--- src/rtl/lr_pkg.sv ---
`timescale 1ns / 1ps
// Shared constants, register indexes and width helpers for the line rasterizer.
// Depends on nothing; every other file of the block imports it.
package lr_pkg;

   // Defaults for the top-level parameters.
   localparam int DEF_MAX_COORD_BITS  = 6;
   localparam int DEF_BYTES_PER_PIXEL = 3;

   // Fixed field widths.
   localparam int ADDR_W    = 14;
   localparam int COLOR_W   = 8;
   localparam int CSR_IDX_W = 3;

   // Configuration register indexes.
   typedef enum logic [CSR_IDX_W-1:0] {
      REG_CANVAS_WIDTH  = 3'd0,
      REG_CANVAS_HEIGHT = 3'd1,
      REG_PEN_RED       = 3'd2,
      REG_PEN_GREEN     = 3'd3,
      REG_PEN_BLUE      = 3'd4
   } csr_reg_type;

   // Width of the configuration write data: wide enough for a canvas size
   // register and for a color component.
   function automatic int csr_data_w(input int coord_bits);
      int canvas_bits;
      canvas_bits = coord_bits + 1;
      return (canvas_bits > COLOR_W) ? canvas_bits : COLOR_W;
   endfunction

endpackage

--- src/rtl/lr_csr.sv ---
`timescale 1ns / 1ps
// Configuration registers: canvas size, precomputed column stride and pen color.
// Depends on lr_pkg.
module lr_csr import lr_pkg::*; #(
   parameter int MAX_COORD_BITS  = DEF_MAX_COORD_BITS,
   parameter int BYTES_PER_PIXEL = DEF_BYTES_PER_PIXEL
) (
   input  logic                                   clock,
   input  logic                                   reset,
   input  logic                                   csr_valid,
   output logic                                   csr_ready,
   input  logic [CSR_IDX_W-1:0]                   csr_index,
   input  logic [csr_data_w(MAX_COORD_BITS)-1:0]  csr_wdata,
   output logic [MAX_COORD_BITS:0]                canvas_width,
   output logic [MAX_COORD_BITS:0]                canvas_height,
   output logic [MAX_COORD_BITS+2:0]              column_stride,
   output logic [COLOR_W-1:0]                     pen_red,
   output logic [COLOR_W-1:0]                     pen_green,
   output logic [COLOR_W-1:0]                     pen_blue
);

   localparam int CANVAS_W = MAX_COORD_BITS + 1;
   localparam int STRIDE_W = MAX_COORD_BITS + 3;
   localparam logic [CANVAS_W-1:0] CANVAS_RESET = CANVAS_W'(1) << MAX_COORD_BITS;
   localparam logic [STRIDE_W-1:0] STRIDE_RESET =
      STRIDE_W'(BYTES_PER_PIXEL) * (STRIDE_W'(1) << MAX_COORD_BITS);

   logic [CANVAS_W-1:0] width_ff, width_in;
   logic [CANVAS_W-1:0] height_ff, height_in;
   logic [STRIDE_W-1:0] stride_ff, stride_in;
   logic [COLOR_W-1:0]  red_ff, red_in;
   logic [COLOR_W-1:0]  green_ff, green_in;
   logic [COLOR_W-1:0]  blue_ff, blue_in;
   logic                write_en;

   // Writes are always taken; an unknown index is dropped.
   assign csr_ready = 1'b1;
   assign write_en  = csr_valid & csr_ready;

   // Register decode. The stride is the height scaled by the pixel size.
   always_comb begin
      width_in  = width_ff;
      height_in = height_ff;
      stride_in = stride_ff;
      red_in    = red_ff;
      green_in  = green_ff;
      blue_in   = blue_ff;
      if (write_en) begin
         case (csr_index)
            REG_CANVAS_WIDTH: begin
               width_in = csr_wdata[CANVAS_W-1:0];
            end
            REG_CANVAS_HEIGHT: begin
               height_in = csr_wdata[CANVAS_W-1:0];
               stride_in = STRIDE_W'(BYTES_PER_PIXEL) * STRIDE_W'(csr_wdata[CANVAS_W-1:0]);
            end
            REG_PEN_RED: begin
               red_in = csr_wdata[COLOR_W-1:0];
            end
            REG_PEN_GREEN: begin
               green_in = csr_wdata[COLOR_W-1:0];
            end
            REG_PEN_BLUE: begin
               blue_in = csr_wdata[COLOR_W-1:0];
            end
            default: begin
            end
         endcase
      end
   end

   always_ff @(posedge clock) begin
      if (reset) begin
         width_ff  <= CANVAS_RESET;
         height_ff <= CANVAS_RESET;
         stride_ff <= STRIDE_RESET;
         red_ff    <= '0;
         green_ff  <= '0;
         blue_ff   <= '0;
      end else begin
         width_ff  <= width_in;
         height_ff <= height_in;
         stride_ff <= stride_in;
         red_ff    <= red_in;
         green_ff  <= green_in;
         blue_ff   <= blue_in;
      end
   end

   assign canvas_width  = width_ff;
   assign canvas_height = height_ff;
   assign column_stride = stride_ff;
   assign pen_red       = red_ff;
   assign pen_green     = green_ff;
   assign pen_blue      = blue_ff;

endmodule

--- src/rtl/lr_addr.sv ---
`timescale 1ns / 1ps
// Pixel address and clip unit, shared by the end pixel and every walk pixel.
// Depends on lr_pkg.
module lr_addr import lr_pkg::*; #(
   parameter int MAX_COORD_BITS  = DEF_MAX_COORD_BITS,
   parameter int BYTES_PER_PIXEL = DEF_BYTES_PER_PIXEL
) (
   input  logic [MAX_COORD_BITS-1:0] pixel_x,
   input  logic [MAX_COORD_BITS-1:0] pixel_y,
   input  logic [MAX_COORD_BITS:0]   canvas_width,
   input  logic [MAX_COORD_BITS:0]   canvas_height,
   input  logic [MAX_COORD_BITS+2:0] column_stride,
   output logic [ADDR_W-1:0]         byte_address,
   output logic                      in_bounds
);

   localparam int MUL_W = 2 * MAX_COORD_BITS + 3;
   localparam int SUM_W = (MUL_W > ADDR_W) ? MUL_W : ADDR_W;

   logic [SUM_W-1:0] x_term;
   logic [SUM_W-1:0] y_term;
   logic [SUM_W-1:0] addr_sum;

   // Column-major layout: x selects the column, y the pixel in it.
   always_comb begin
      x_term   = SUM_W'(pixel_x) * SUM_W'(column_stride);
      y_term   = SUM_W'(pixel_y) * SUM_W'(BYTES_PER_PIXEL);
      addr_sum = x_term + y_term;
   end

   assign byte_address = addr_sum[ADDR_W-1:0];

   // Clip test against the canvas size.
   assign in_bounds = ({1'b0, pixel_x} < canvas_width) && ({1'b0, pixel_y} < canvas_height);

endmodule

--- src/rtl/lr_step.sv ---
`timescale 1ns / 1ps
// Bresenham step unit: one error-term update and one walk move per use.
// Depends on lr_pkg.
module lr_step import lr_pkg::*; #(
   parameter int MAX_COORD_BITS = DEF_MAX_COORD_BITS
) (
   input  logic [MAX_COORD_BITS-1:0]        walk_x,
   input  logic [MAX_COORD_BITS-1:0]        walk_y,
   input  logic signed [MAX_COORD_BITS+1:0] error_term,
   input  logic [MAX_COORD_BITS-1:0]        delta_x,
   input  logic [MAX_COORD_BITS-1:0]        delta_y,
   input  logic                             step_x_negative,
   input  logic                             step_y_negative,
   output logic [MAX_COORD_BITS-1:0]        next_x,
   output logic [MAX_COORD_BITS-1:0]        next_y,
   output logic signed [MAX_COORD_BITS+1:0] next_error
);

   localparam int E_W  = MAX_COORD_BITS + 2;
   localparam int E2_W = MAX_COORD_BITS + 3;

   logic signed [E2_W-1:0] err2;
   logic signed [E2_W-1:0] dx_s;
   logic signed [E2_W-1:0] dy_s;
   logic signed [E2_W-1:0] err_sum;
   logic                   move_x;
   logic                   move_y;

   always_comb begin
      // Doubled error against both deltas decides which axes move.
      err2   = $signed({error_term, 1'b0});
      dx_s   = $signed({3'b000, delta_x});
      dy_s   = $signed({3'b000, delta_y});
      move_x = err2 > -dy_s;
      move_y = err2 < dx_s;

      err_sum = $signed({error_term[E_W-1], error_term});
      if (move_x) begin
         err_sum = err_sum - dy_s;
      end
      if (move_y) begin
         err_sum = err_sum + dx_s;
      end
      next_error = err_sum[E_W-1:0];

      next_x = walk_x;
      if (move_x) begin
         next_x = step_x_negative ? walk_x - 1'b1 : walk_x + 1'b1;
      end
      next_y = walk_y;
      if (move_y) begin
         next_y = step_y_negative ? walk_y - 1'b1 : walk_y + 1'b1;
      end
   end

endmodule

--- src/rtl/lr_seq.sv ---
`timescale 1ns / 1ps
// Line sequencer: command setup, end pixel, Bresenham walk and output register.
// Depends on lr_pkg, lr_step and lr_addr.
module lr_seq import lr_pkg::*; #(
   parameter int MAX_COORD_BITS  = DEF_MAX_COORD_BITS,
   parameter int BYTES_PER_PIXEL = DEF_BYTES_PER_PIXEL
) (
   input  logic                      clock,
   input  logic                      reset,
   input  logic                      req_valid,
   output logic                      req_ready,
   input  logic [MAX_COORD_BITS-1:0] req_start_x,
   input  logic [MAX_COORD_BITS-1:0] req_start_y,
   input  logic [MAX_COORD_BITS-1:0] req_end_x,
   input  logic [MAX_COORD_BITS-1:0] req_end_y,
   input  logic [MAX_COORD_BITS:0]   canvas_width,
   input  logic [MAX_COORD_BITS:0]   canvas_height,
   input  logic [MAX_COORD_BITS+2:0] column_stride,
   input  logic [COLOR_W-1:0]        pen_red,
   input  logic [COLOR_W-1:0]        pen_green,
   input  logic [COLOR_W-1:0]        pen_blue,
   output logic                      rsp_valid,
   input  logic                      rsp_ready,
   output logic [MAX_COORD_BITS-1:0] rsp_pixel_x,
   output logic [MAX_COORD_BITS-1:0] rsp_pixel_y,
   output logic [ADDR_W-1:0]         rsp_byte_address,
   output logic [COLOR_W-1:0]        rsp_color_red,
   output logic [COLOR_W-1:0]        rsp_color_green,
   output logic [COLOR_W-1:0]        rsp_color_blue,
   output logic                      rsp_in_bounds,
   output logic                      rsp_last_pixel
);

   localparam int C_W = MAX_COORD_BITS;
   localparam int E_W = MAX_COORD_BITS + 2;

   typedef enum logic [1:0] {
      ST_IDLE,
      ST_EMIT_END,
      ST_WALK
   } state_type;

   state_type              state_ff, state_in;
   logic [C_W-1:0]         walk_x_ff, walk_x_in;
   logic [C_W-1:0]         walk_y_ff, walk_y_in;
   logic signed [E_W-1:0]  err_ff, err_in;
   logic [C_W-1:0]         dx_ff, dx_in;
   logic [C_W-1:0]         dy_ff, dy_in;
   logic                   sxn_ff, sxn_in;
   logic                   syn_ff, syn_in;
   logic [C_W-1:0]         tgt_x_ff, tgt_x_in;
   logic [C_W-1:0]         tgt_y_ff, tgt_y_in;

   logic                   rsp_valid_ff, rsp_valid_in;
   logic [C_W-1:0]         rsp_x_ff, rsp_x_in;
   logic [C_W-1:0]         rsp_y_ff, rsp_y_in;
   logic [ADDR_W-1:0]      rsp_addr_ff, rsp_addr_in;
   logic [COLOR_W-1:0]     rsp_red_ff, rsp_red_in;
   logic [COLOR_W-1:0]     rsp_green_ff, rsp_green_in;
   logic [COLOR_W-1:0]     rsp_blue_ff, rsp_blue_in;
   logic                   rsp_inb_ff, rsp_inb_in;
   logic                   rsp_last_ff, rsp_last_in;

   logic                   out_free;
   logic                   emit;
   logic [C_W-1:0]         pix_x;
   logic [C_W-1:0]         pix_y;
   logic [ADDR_W-1:0]      pix_addr;
   logic                   pix_inb;
   logic [C_W-1:0]         next_x;
   logic [C_W-1:0]         next_y;
   logic signed [E_W-1:0]  next_err;
   logic                   start_is_end;
   logic                   next_is_end;
   logic                   sxn_new;
   logic                   syn_new;
   logic [C_W-1:0]         dx_new;
   logic [C_W-1:0]         dy_new;

   // Shared Bresenham step unit on the current walk state.
   lr_step #(
      .MAX_COORD_BITS (MAX_COORD_BITS)
   ) u_step (
      .walk_x          (walk_x_ff),
      .walk_y          (walk_y_ff),
      .error_term      (err_ff),
      .delta_x         (dx_ff),
      .delta_y         (dy_ff),
      .step_x_negative (sxn_ff),
      .step_y_negative (syn_ff),
      .next_x          (next_x),
      .next_y          (next_y),
      .next_error      (next_err)
   );

   // The end pixel goes out first, then the walk position.
   assign pix_x = (state_ff == ST_EMIT_END) ? tgt_x_ff : walk_x_ff;
   assign pix_y = (state_ff == ST_EMIT_END) ? tgt_y_ff : walk_y_ff;

   // Shared address and clip unit.
   lr_addr #(
      .MAX_COORD_BITS  (MAX_COORD_BITS),
      .BYTES_PER_PIXEL (BYTES_PER_PIXEL)
   ) u_addr (
      .pixel_x       (pix_x),
      .pixel_y       (pix_y),
      .canvas_width  (canvas_width),
      .canvas_height (canvas_height),
      .column_stride (column_stride),
      .byte_address  (pix_addr),
      .in_bounds     (pix_inb)
   );

   // Command setup values: direction, absolute deltas.
   always_comb begin
      sxn_new = !(req_start_x < req_end_x);
      syn_new = !(req_start_y < req_end_y);
      dx_new  = sxn_new ? req_start_x - req_end_x : req_end_x - req_start_x;
      dy_new  = syn_new ? req_start_y - req_end_y : req_end_y - req_start_y;
   end

   assign out_free     = !rsp_valid_ff || rsp_ready;
   assign start_is_end = (walk_x_ff == tgt_x_ff) && (walk_y_ff == tgt_y_ff);
   assign next_is_end  = (next_x == tgt_x_ff) && (next_y == tgt_y_ff);
   assign req_ready    = (state_ff == ST_IDLE);
   assign emit         = out_free && (state_ff != ST_IDLE);

   // Sequencer next-state and output register loading.
   always_comb begin
      state_in     = state_ff;
      walk_x_in    = walk_x_ff;
      walk_y_in    = walk_y_ff;
      err_in       = err_ff;
      dx_in        = dx_ff;
      dy_in        = dy_ff;
      sxn_in       = sxn_ff;
      syn_in       = syn_ff;
      tgt_x_in     = tgt_x_ff;
      tgt_y_in     = tgt_y_ff;
      rsp_valid_in = rsp_valid_ff && !rsp_ready;
      rsp_x_in     = rsp_x_ff;
      rsp_y_in     = rsp_y_ff;
      rsp_addr_in  = rsp_addr_ff;
      rsp_red_in   = rsp_red_ff;
      rsp_green_in = rsp_green_ff;
      rsp_blue_in  = rsp_blue_ff;
      rsp_inb_in   = rsp_inb_ff;
      rsp_last_in  = rsp_last_ff;

      if (emit) begin
         rsp_valid_in = 1'b1;
         rsp_x_in     = pix_x;
         rsp_y_in     = pix_y;
         rsp_addr_in  = pix_addr;
         rsp_red_in   = pen_red;
         rsp_green_in = pen_green;
         rsp_blue_in  = pen_blue;
         rsp_inb_in   = pix_inb;
      end

      case (state_ff)
         ST_IDLE: begin
            if (req_valid) begin
               walk_x_in = req_start_x;
               walk_y_in = req_start_y;
               tgt_x_in  = req_end_x;
               tgt_y_in  = req_end_y;
               sxn_in    = sxn_new;
               syn_in    = syn_new;
               dx_in     = dx_new;
               dy_in     = dy_new;
               err_in    = $signed({2'b00, dx_new}) - $signed({2'b00, dy_new});
               state_in  = ST_EMIT_END;
            end
         end
         ST_EMIT_END: begin
            // A line whose start is its end has only the end pixel.
            if (emit) begin
               rsp_last_in = start_is_end;
               state_in    = start_is_end ? ST_IDLE : ST_WALK;
            end
         end
         ST_WALK: begin
            // The pixel before the end point closes the line.
            if (emit) begin
               rsp_last_in = next_is_end;
               walk_x_in   = next_x;
               walk_y_in   = next_y;
               err_in      = next_err;
               state_in    = next_is_end ? ST_IDLE : ST_WALK;
            end
         end
         default: begin
            state_in = ST_IDLE;
         end
      endcase
   end

   // State, walk registers and the output register.
   always_ff @(posedge clock) begin
      if (reset) begin
         state_ff     <= ST_IDLE;
         rsp_valid_ff <= 1'b0;
         walk_x_ff    <= '0;
         walk_y_ff    <= '0;
         err_ff       <= '0;
         dx_ff        <= '0;
         dy_ff        <= '0;
         sxn_ff       <= 1'b0;
         syn_ff       <= 1'b0;
         tgt_x_ff     <= '0;
         tgt_y_ff     <= '0;
      end else begin
         state_ff     <= state_in;
         rsp_valid_ff <= rsp_valid_in;
         walk_x_ff    <= walk_x_in;
         walk_y_ff    <= walk_y_in;
         err_ff       <= err_in;
         dx_ff        <= dx_in;
         dy_ff        <= dy_in;
         sxn_ff       <= sxn_in;
         syn_ff       <= syn_in;
         tgt_x_ff     <= tgt_x_in;
         tgt_y_ff     <= tgt_y_in;
      end
      rsp_x_ff     <= rsp_x_in;
      rsp_y_ff     <= rsp_y_in;
      rsp_addr_ff  <= rsp_addr_in;
      rsp_red_ff   <= rsp_red_in;
      rsp_green_ff <= rsp_green_in;
      rsp_blue_ff  <= rsp_blue_in;
      rsp_inb_ff   <= rsp_inb_in;
      rsp_last_ff  <= rsp_last_in;
   end

   assign rsp_valid        = rsp_valid_ff;
   assign rsp_pixel_x      = rsp_x_ff;
   assign rsp_pixel_y      = rsp_y_ff;
   assign rsp_byte_address = rsp_addr_ff;
   assign rsp_color_red    = rsp_red_ff;
   assign rsp_color_green  = rsp_green_ff;
   assign rsp_color_blue   = rsp_blue_ff;
   assign rsp_in_bounds    = rsp_inb_ff;
   assign rsp_last_pixel   = rsp_last_ff;

   // An accepted command always starts with the end pixel.
   a_accept_starts_line: assert property (@(posedge clock) disable iff (reset)
      (req_valid && req_ready) |=> (state_ff == ST_EMIT_END))
      else $error("accepted command did not start the end pixel");

   // The walk finishes before it reaches the end point, so it never sits there.
   a_walk_not_at_end: assert property (@(posedge clock) disable iff (reset)
      (state_ff == ST_WALK) |-> !((walk_x_ff == tgt_x_ff) && (walk_y_ff == tgt_y_ff)))
      else $error("walk position reached the end point without finishing the line");

   // Loading the final pixel returns the sequencer to idle with a pending result.
   a_last_goes_idle: assert property (@(posedge clock) disable iff (reset)
      (emit && rsp_last_in) |=> ((state_ff == ST_IDLE) && rsp_valid_ff && rsp_last_ff))
      else $error("final pixel did not close the line");

endmodule

--- src/rtl/line_rasterizer_top.sv ---
`timescale 1ns / 1ps
// Line rasterizer top level: a command of N = 1 + max(|dx|, |dy|) pixels (at most 64)
// produces the end pixel as its first write, then one pixel per cycle while the result
// side is ready; back-pressure stalls the walk. The Bresenham step unit and the address
// unit are used once per pixel.
// Synchronous active-high reset: idle, canvas 64 x 64, pen color 0. No clearing pass.
module line_rasterizer_top import lr_pkg::*; #(
   parameter int MAX_COORD_BITS  = DEF_MAX_COORD_BITS,
   parameter int BYTES_PER_PIXEL = DEF_BYTES_PER_PIXEL
) (
   input  logic                                   clock,
   input  logic                                   reset,
   // Line commands.
   input  logic                                   req_valid,
   output logic                                   req_ready,
   input  logic [MAX_COORD_BITS-1:0]              req_start_x,
   input  logic [MAX_COORD_BITS-1:0]              req_start_y,
   input  logic [MAX_COORD_BITS-1:0]              req_end_x,
   input  logic [MAX_COORD_BITS-1:0]              req_end_y,
   // Pixel writes.
   output logic                                   rsp_valid,
   input  logic                                   rsp_ready,
   output logic [MAX_COORD_BITS-1:0]              rsp_pixel_x,
   output logic [MAX_COORD_BITS-1:0]              rsp_pixel_y,
   output logic [ADDR_W-1:0]                      rsp_byte_address,
   output logic [COLOR_W-1:0]                     rsp_color_red,
   output logic [COLOR_W-1:0]                     rsp_color_green,
   output logic [COLOR_W-1:0]                     rsp_color_blue,
   output logic                                   rsp_in_bounds,
   output logic                                   rsp_last_pixel,
   // Configuration writes.
   input  logic                                   csr_valid,
   output logic                                   csr_ready,
   input  logic [CSR_IDX_W-1:0]                   csr_index,
   input  logic [csr_data_w(MAX_COORD_BITS)-1:0]  csr_wdata
);

   logic [MAX_COORD_BITS:0]   canvas_width;
   logic [MAX_COORD_BITS:0]   canvas_height;
   logic [MAX_COORD_BITS+2:0] column_stride;
   logic [COLOR_W-1:0]        pen_red;
   logic [COLOR_W-1:0]        pen_green;
   logic [COLOR_W-1:0]        pen_blue;

   // Configuration registers.
   lr_csr #(
      .MAX_COORD_BITS  (MAX_COORD_BITS),
      .BYTES_PER_PIXEL (BYTES_PER_PIXEL)
   ) u_csr (
      .clock         (clock),
      .reset         (reset),
      .csr_valid     (csr_valid),
      .csr_ready     (csr_ready),
      .csr_index     (csr_index),
      .csr_wdata     (csr_wdata),
      .canvas_width  (canvas_width),
      .canvas_height (canvas_height),
      .column_stride (column_stride),
      .pen_red       (pen_red),
      .pen_green     (pen_green),
      .pen_blue      (pen_blue)
   );

   // Line sequencer with the shared step and address units.
   lr_seq #(
      .MAX_COORD_BITS  (MAX_COORD_BITS),
      .BYTES_PER_PIXEL (BYTES_PER_PIXEL)
   ) u_seq (
      .clock            (clock),
      .reset            (reset),
      .req_valid        (req_valid),
      .req_ready        (req_ready),
      .req_start_x      (req_start_x),
      .req_start_y      (req_start_y),
      .req_end_x        (req_end_x),
      .req_end_y        (req_end_y),
      .canvas_width     (canvas_width),
      .canvas_height    (canvas_height),
      .column_stride    (column_stride),
      .pen_red          (pen_red),
      .pen_green        (pen_green),
      .pen_blue         (pen_blue),
      .rsp_valid        (rsp_valid),
      .rsp_ready        (rsp_ready),
      .rsp_pixel_x      (rsp_pixel_x),
      .rsp_pixel_y      (rsp_pixel_y),
      .rsp_byte_address (rsp_byte_address),
      .rsp_color_red    (rsp_color_red),
      .rsp_color_green  (rsp_color_green),
      .rsp_color_blue   (rsp_color_blue),
      .rsp_in_bounds    (rsp_in_bounds),
      .rsp_last_pixel   (rsp_last_pixel)
   );

endmodule
--- config.mk ---
export PLATFORM = sky130hd
export DESIGN_NAME = line_rasterizer_top
export DESIGN_NICKNAME = d
export VERILOG_FILES = /design/src/rtl/lr_pkg.sv /design/src/rtl/lr_csr.sv /design/src/rtl/lr_addr.sv /design/src/rtl/lr_step.sv /design/src/rtl/lr_seq.sv /design/src/rtl/line_rasterizer_top.sv
export SDC_FILE = /design/constraint.sdc
export NUM_CORES = 1
export LEC_CHECK = 0
export BUFFER_PORTS_ARGS = -buffer_cell sky130_fd_sc_hd__clkbuf_2
export CAP_MARGIN = 20
export CORE_MARGIN = 5
export CORE_UTILIZATION = 32
export CTS_CLUSTER_DIAMETER = 30
export DETAILED_ROUTE_END_ITERATION = 16
export SKIP_LAST_GASP = 1
export SLEW_MARGIN = 20
export SYNTH_ARGS = -nofsm -noshare
export SYNTH_HDL_FRONTEND = slang
export SYNTH_SLANG_ARGS = --single-unit
--- constraint.sdc ---
create_clock -name clock -period 10.3 [get_ports clock]
set_clock_uncertainty 0.15 [all_clocks]
set_input_delay 1.545 -clock clock [delete_from_list [all_inputs] [get_ports clock]]
set_output_delay 1.545 -clock clock [all_outputs]
set_load 0.01 [all_outputs]
# ---- After elaboration in Yosys (flattened, before gate mapping)
# Index checks and enable logic that the tools add are counted.
# W data, S select, Z words.
dict set report totals {
  ff_bits 148
  out_inout_bits 55
}
dict set report op_classes {
  mul 3
  n_mux 29
  order_cmp 6
  n_eq_ne 13
  addsub 13
  n_reduce_logical 24
}
# op n
set op_table {}
lappend op_table {{$mux W6} 12}
lappend op_table {{$mux W8} 4}
lappend op_table {{$eq A6 B6 Y1} 4}
lappend op_table {{$pmux W6 S2} 2}
lappend op_table {{$sub A6 B6 Y6} 4}
lappend op_table {{$pmux W8 S2} 1}
lappend op_table {{$add A14 B8 Y14} 1}
lappend op_table {{$lt A6 B7 Y1} 2}
lappend op_table {{$mul A6 B9 Y14} 1}
lappend op_table {{$add A6 B1 Y6 const B} 2}
lappend op_table {{$lt A6 B6 Y1} 2}
lappend op_table {{$reduce_and A2 Y1} 6}
lappend op_table {{$sub A6 B1 Y6 const B} 2}
lappend op_table {{$mux W2} 5}
lappend op_table {{$gt A9 B9 Y1} 1}
lappend op_table {{$lt A9 B7 Y1} 1}
lappend op_table {{$mul A2 B7 Y9 const A} 1}
lappend op_table {{$neg A6 Y9} 1}
lappend op_table {{$reduce_and A3 Y1} 3}
lappend op_table {{$add A8 B7 Y8} 1}
lappend op_table {{$mul A6 B2 Y8 const B} 1}
lappend op_table {{$sub A8 B7 Y8} 1}
lappend op_table {{$sub A6 B6 Y7} 1}
lappend op_table {{$eq A3 B2 Y1 const B} 2}
lappend op_table {{15 further kinds} 27}

# ---- Longest topological paths before layout
dict set report depth {
  ltp_word 8
  mapped_depth 23
  ltp_nobuf 21
}

# ---- Cells and area by module
# From an unflattened synthesis, not the netlist that was laid out.
dict set report hier_totals {
  cells_unflattened 1210
  hier_area_um2 10988.0
}
# mod area_per_inst_um2 seq_area_each_um2 n_inst cells_per_inst
set by_module_without_submodules {}
lappend by_module_without_submodules {lr_seq 4991.0 2542.4 1 473}
lappend by_module_without_submodules {lr_addr 2416.1 0.0 1 287}
lappend by_module_without_submodules {lr_csr 1933.1 920.9 1 241}
lappend by_module_without_submodules {lr_step 1647.8 0.0 1 209}

# ---- Least setup slack after synthesis
# OpenSTA, ideal clock, no wires.
dict set report synth_timing {
  kind {reg2reg}
  startpoint {register u_seq.state_ff[0]}
  endpoint {register u_seq.rsp_addr_ff[12] (netlist: u_seq.rsp_byte_address[12]) (data pin)}
  setup_ns 0.195
  required_ns 9.955
  path_buffers 2
  t_arrival_ns 5.301
  stages_incl_launch_ff 21
  slack_ns 4.654
  path_cell_list {dfxtp_1 -> nor2b_1 -> clkbuf_1 -> clkbuf_1 -> o21ai_1 -> and2_1 -> fa_1 -> fa_1 -> fa_1 -> inv_1 -> fa_1 -> inv_1 -> ha_1 -> nor2b_1 -> o21ai_0 -> a21boi_0 -> o21ai_1 -> a21oi_1 -> o21ai_0 -> or4b_1 -> o311ai_0}
}
dict set report synth_via {
  elab_chain_len 4
}
# item line_no
set synth_rtl {}
lappend synth_rtl {{start, declared} lr_seq.sv:43} ;# state_type state_ff, state_in;
lappend synth_rtl {{start signal, assigned} lr_seq.sv:214} ;# state_ff <= state_in;
lappend synth_rtl {{$eq A2 B1 Y1} lr_seq.sv:97} ;# assign pix_x = (state_ff == ST_EMIT_END) ? tgt_x_ff : walk_x_ff;
lappend synth_rtl {{$mux W6} lr_seq.sv:97}
lappend synth_rtl {{named net u_seq.pix_x[4]} lr_seq.sv:66} ;# logic [C_W-1:0] pix_x;
lappend synth_rtl {{$mul A6 B9 Y14} lr_addr.sv:26} ;# x_term = SUM_W'(pixel_x) * SUM_W'(column_stride);
lappend synth_rtl {{$add A14 B8 Y14} lr_addr.sv:28} ;# addr_sum = x_term + y_term;
lappend synth_rtl {{named net u_seq.pix_addr[12]} lr_seq.sv:68} ;# logic [ADDR_W-1:0] pix_addr;
lappend synth_rtl {{end signal, assigned} lr_seq.sv:228} ;# rsp_addr_ff <= rsp_addr_in;
lappend synth_rtl {{end, declared} lr_seq.sv:57} ;# logic [ADDR_W-1:0] rsp_addr_ff, rsp_addr_in;
# The timed path passes the listed nets, and every way through them passes these cells.
# A chain may end at the register's enable or synchronous reset.

# ---- Worst setup path in the final report
# Ends and elaborated chain as after synthesis.

==> summary.txt <==
Status -> complete, no violations
Peak Freq -> 0.167 GHz
Area Overhead vs Synth -> 14.3%
Worst setup EP type -> flop
First-pass GRT wire length -> 46500 um
Most frequent cells in the layout -> nand2_1 (156), inv_1 (140), ha_1 (114), dfxtp_1 (95)
CP arrival -> 6.08 ns
WP data required -> 10.39 ns
Pin count of the biggest net entering global routing -> 99
Post-CTS Setup Inserts -> 0
Clock Path Buffers -> 2
Drt pass-1 iters -> 6
Share of the synthesized area in the top cell type -> 17.2%
PwrDens -> 180 nW/um^2
Clk Latency, worst-skew pair -> 0.44 ns
Ys flop type -> dfxtp_1
Initial antenna violation count -> 0
Hpwl dp -> 21800 um
Worst min path class -> reg -> reg
Count of final max-slew check failures -> 0
Vias in the first global route -> 8785
DR vias -> 8927
WP buf/inv -> 3
Hold Buf Count CTS -> 0
Most common cell after layout, fill and taps aside -> nand2_1
Hold Vio Cnt, Final -> 0
Relative slew slack -> 26.4%
Delay-heaviest family, CP -> adder cells
Final setup violation count -> 0
# resized after CTS -> 0
RSZ-0062 raised after global routing -> no
Routed vias/inst -> 4.96
CP most frequent cell -> fa_1
Clock transition at path regs -> 0.08 ns
Placeable Area -> 34300 sq um
Crit Path Max Fanout -> 13
Synthesized cell area -> 11000 sq um
Least-Margin Pin Slew -> 1.10 ns
Clock Sinks -> 147
Routed Antenna Nets -> 0
Mapped Avg Cell Area -> 8.82 sq um
Fin nets -> 1535
Chain of cells forming the critical path -> nor2b_1, buf_4, nand2_1, o21ai_1, and2_1, fa_1, fa_1, fa_1, inv_1, fa_1, inv_1, ha_1, nor2b_1, o21ai_0, a21boi_0, o21ai_1, a21oi_1, o21ai_0, or4b_1, o311ai_0
GRT overflow -> 0
GRT Total Usage -> 14.9%
Critical-path top delay cell -> fa_1
Top cells by area, synth -> dfxtp_1 (17%), edfxtp_1 (14%), ha_1 (13%), fa_1 (8.9%), nand2_1 (5.3%)
Final min period -> 5.99 ns
H-tree depth -> 4
Drt wl/cell -> 16.1 um
Area leader, netlist -> dfxtp_1
Slowest cell delay on critical path -> 0.54 ns
Yosys warning count -> 0
Synth Register Bits -> 147
Peak VDD IR -> 111 uV
Die W -> 196 um
Initial Util -> 32.2%
PortBufs -> 93
Maxcap violations -> 0
Root buffer cell -> clkbuf_16
DRC viols -> 0
Mapped Nets -> 1455
Final WL -> 29000 um
Post-synth cell types -> 72
Crit Path Class -> reg -> reg
Number of CTS-inserted buffers -> 17
Share of post-route cells with drive strength above 1 -> 11.7%
I/O Pins -> 95
Setup TNS -> 0 ns
Crit share post-route -> 58.1%
Fraction of registers with async set/reset -> 0%
# rows -> 68
Ant. Diodes -> 0
Post-synth EDFFs -> 52
Routability congestion estimate -> 0.861
CP Launch Type -> flop
Die Y -> 196 um
Register area share after synthesis -> 31.4%
Hold Slack -> 0.281 ns
DIE AREA -> 38300 sq um
Initial DRC Count -> 659
TritonCTS clock tree -> built
Static leakage -> 5.48 nW
Synthesized netlist cell count -> 1252
sequential cells by signal, summed over array words and instances (netlist names), 8 cells and up:
register / flops
u_seq.rsp_byte_address: 14
u_csr.column_stride: 9
u_csr.pen_blue: 8
u_csr.pen_green: 8
u_csr.pen_red: 8
u_seq.err_ff: 8
u_seq.rsp_color_blue: 8
u_seq.rsp_color_green: 8
u_seq.rsp_color_red: 8
layer usage:
layer  track usage, %  part of all wire, %  up-vias
met4             4.03                  1.8        0
li1                 -                    -     4443
met3             2.75                  5.0       40
met5                0                    0        -
met1             21.0                   49     4249
met2             23.7                   45      195
area by class of cell:
cell class	count	area, sq um
fillers	3510	21700
well taps	455	569
clock buffers	17	425
inverters	140	526
repair buffers	101	526
clock inverters	15	204
flip-flops and latches	147	3460
multi-input cells	925	6900
cell usage after synthesis (5+ instances only):
master and number:
mux2_2 12, nand2_1 156, o21a_1 11, and3_1 7
a31oi_1 6, nor2_1 90, o21ai_1 6, edfxtp_1 52
o211ai_1 6, nor2b_1 37, a221oi_1 5, inv_1 140
ha_1 114, o22ai_1 7, nand2b_1 5, o21ai_0 36
and2_1 36, clkbuf_1 32, buf_1 5, nand3_1 20
nor4_1 5, nor3_1 19, a211oi_1 28, a21o_1 15
or3_1 6, fa_1 49, nand3b_1 9, dfxtp_1 95
xor2_1 17, xnor2_1 39, mux2i_1 20, a21oi_1 92
a211o_1 5
kinds of logic (layout without fill, tap and decap cells):
family,count (synthesis),in the layout,synth area share (%)
xor gates and xnor gates,56,56,4.44
AOI/OAI and AO/OA,262,262,15.3
other,1,1,0.0340
buffers and inverters,180,273,6.18
and+or+nand+nor,411,411,17.8
muxes,32,32,3.04
adders and majority gates,163,163,21.8
DFF,147,147,31.4
path summary, 6_finish.rpt:
path	from	cells after the start	to	slack (ns)
worst min register to register	u_csr.pen_blue[5]	0	u_seq.rsp_color_blue[5]	0.28
worst min-delay path	u_csr.pen_blue[5]	0	u_seq.rsp_color_blue[5]	0.28
worst max register to register	u_seq.state_ff[0]	20	u_seq.rsp_byte_address[12]	4.31
worst max-delay path	u_seq.state_ff[0]	20	u_seq.rsp_byte_address[12]	4.31
where the power goes:
group	leakage [nW]	internal, mW	switching [mW]
clock network	0.302	0.335	0.319
logic	3.90	0.364	0.539
registers	1.28	0.668	0.0511
through the flow:
stage / cell area, sq um / util (%) / cells / total power, mW / setup WS [ns]
after floorplan: 11000 / - / 1252 / 1.40 / 4.65
after global placement: 12000 / 35.0 / 1768 / 1.61 / 4.44
after detailed placement: 12000 / 35.0 / 1768 / 1.63 / 4.29
after CTS: 12600 / 36.8 / 1800 / 2.29 / 4.29
after global routing: 12600 / 36.8 / 1800 / 2.43 / 3.84
final: 12600 / 36.8 / 1800 / 2.28 / 4.31
(Power assumes the default switching activity.)
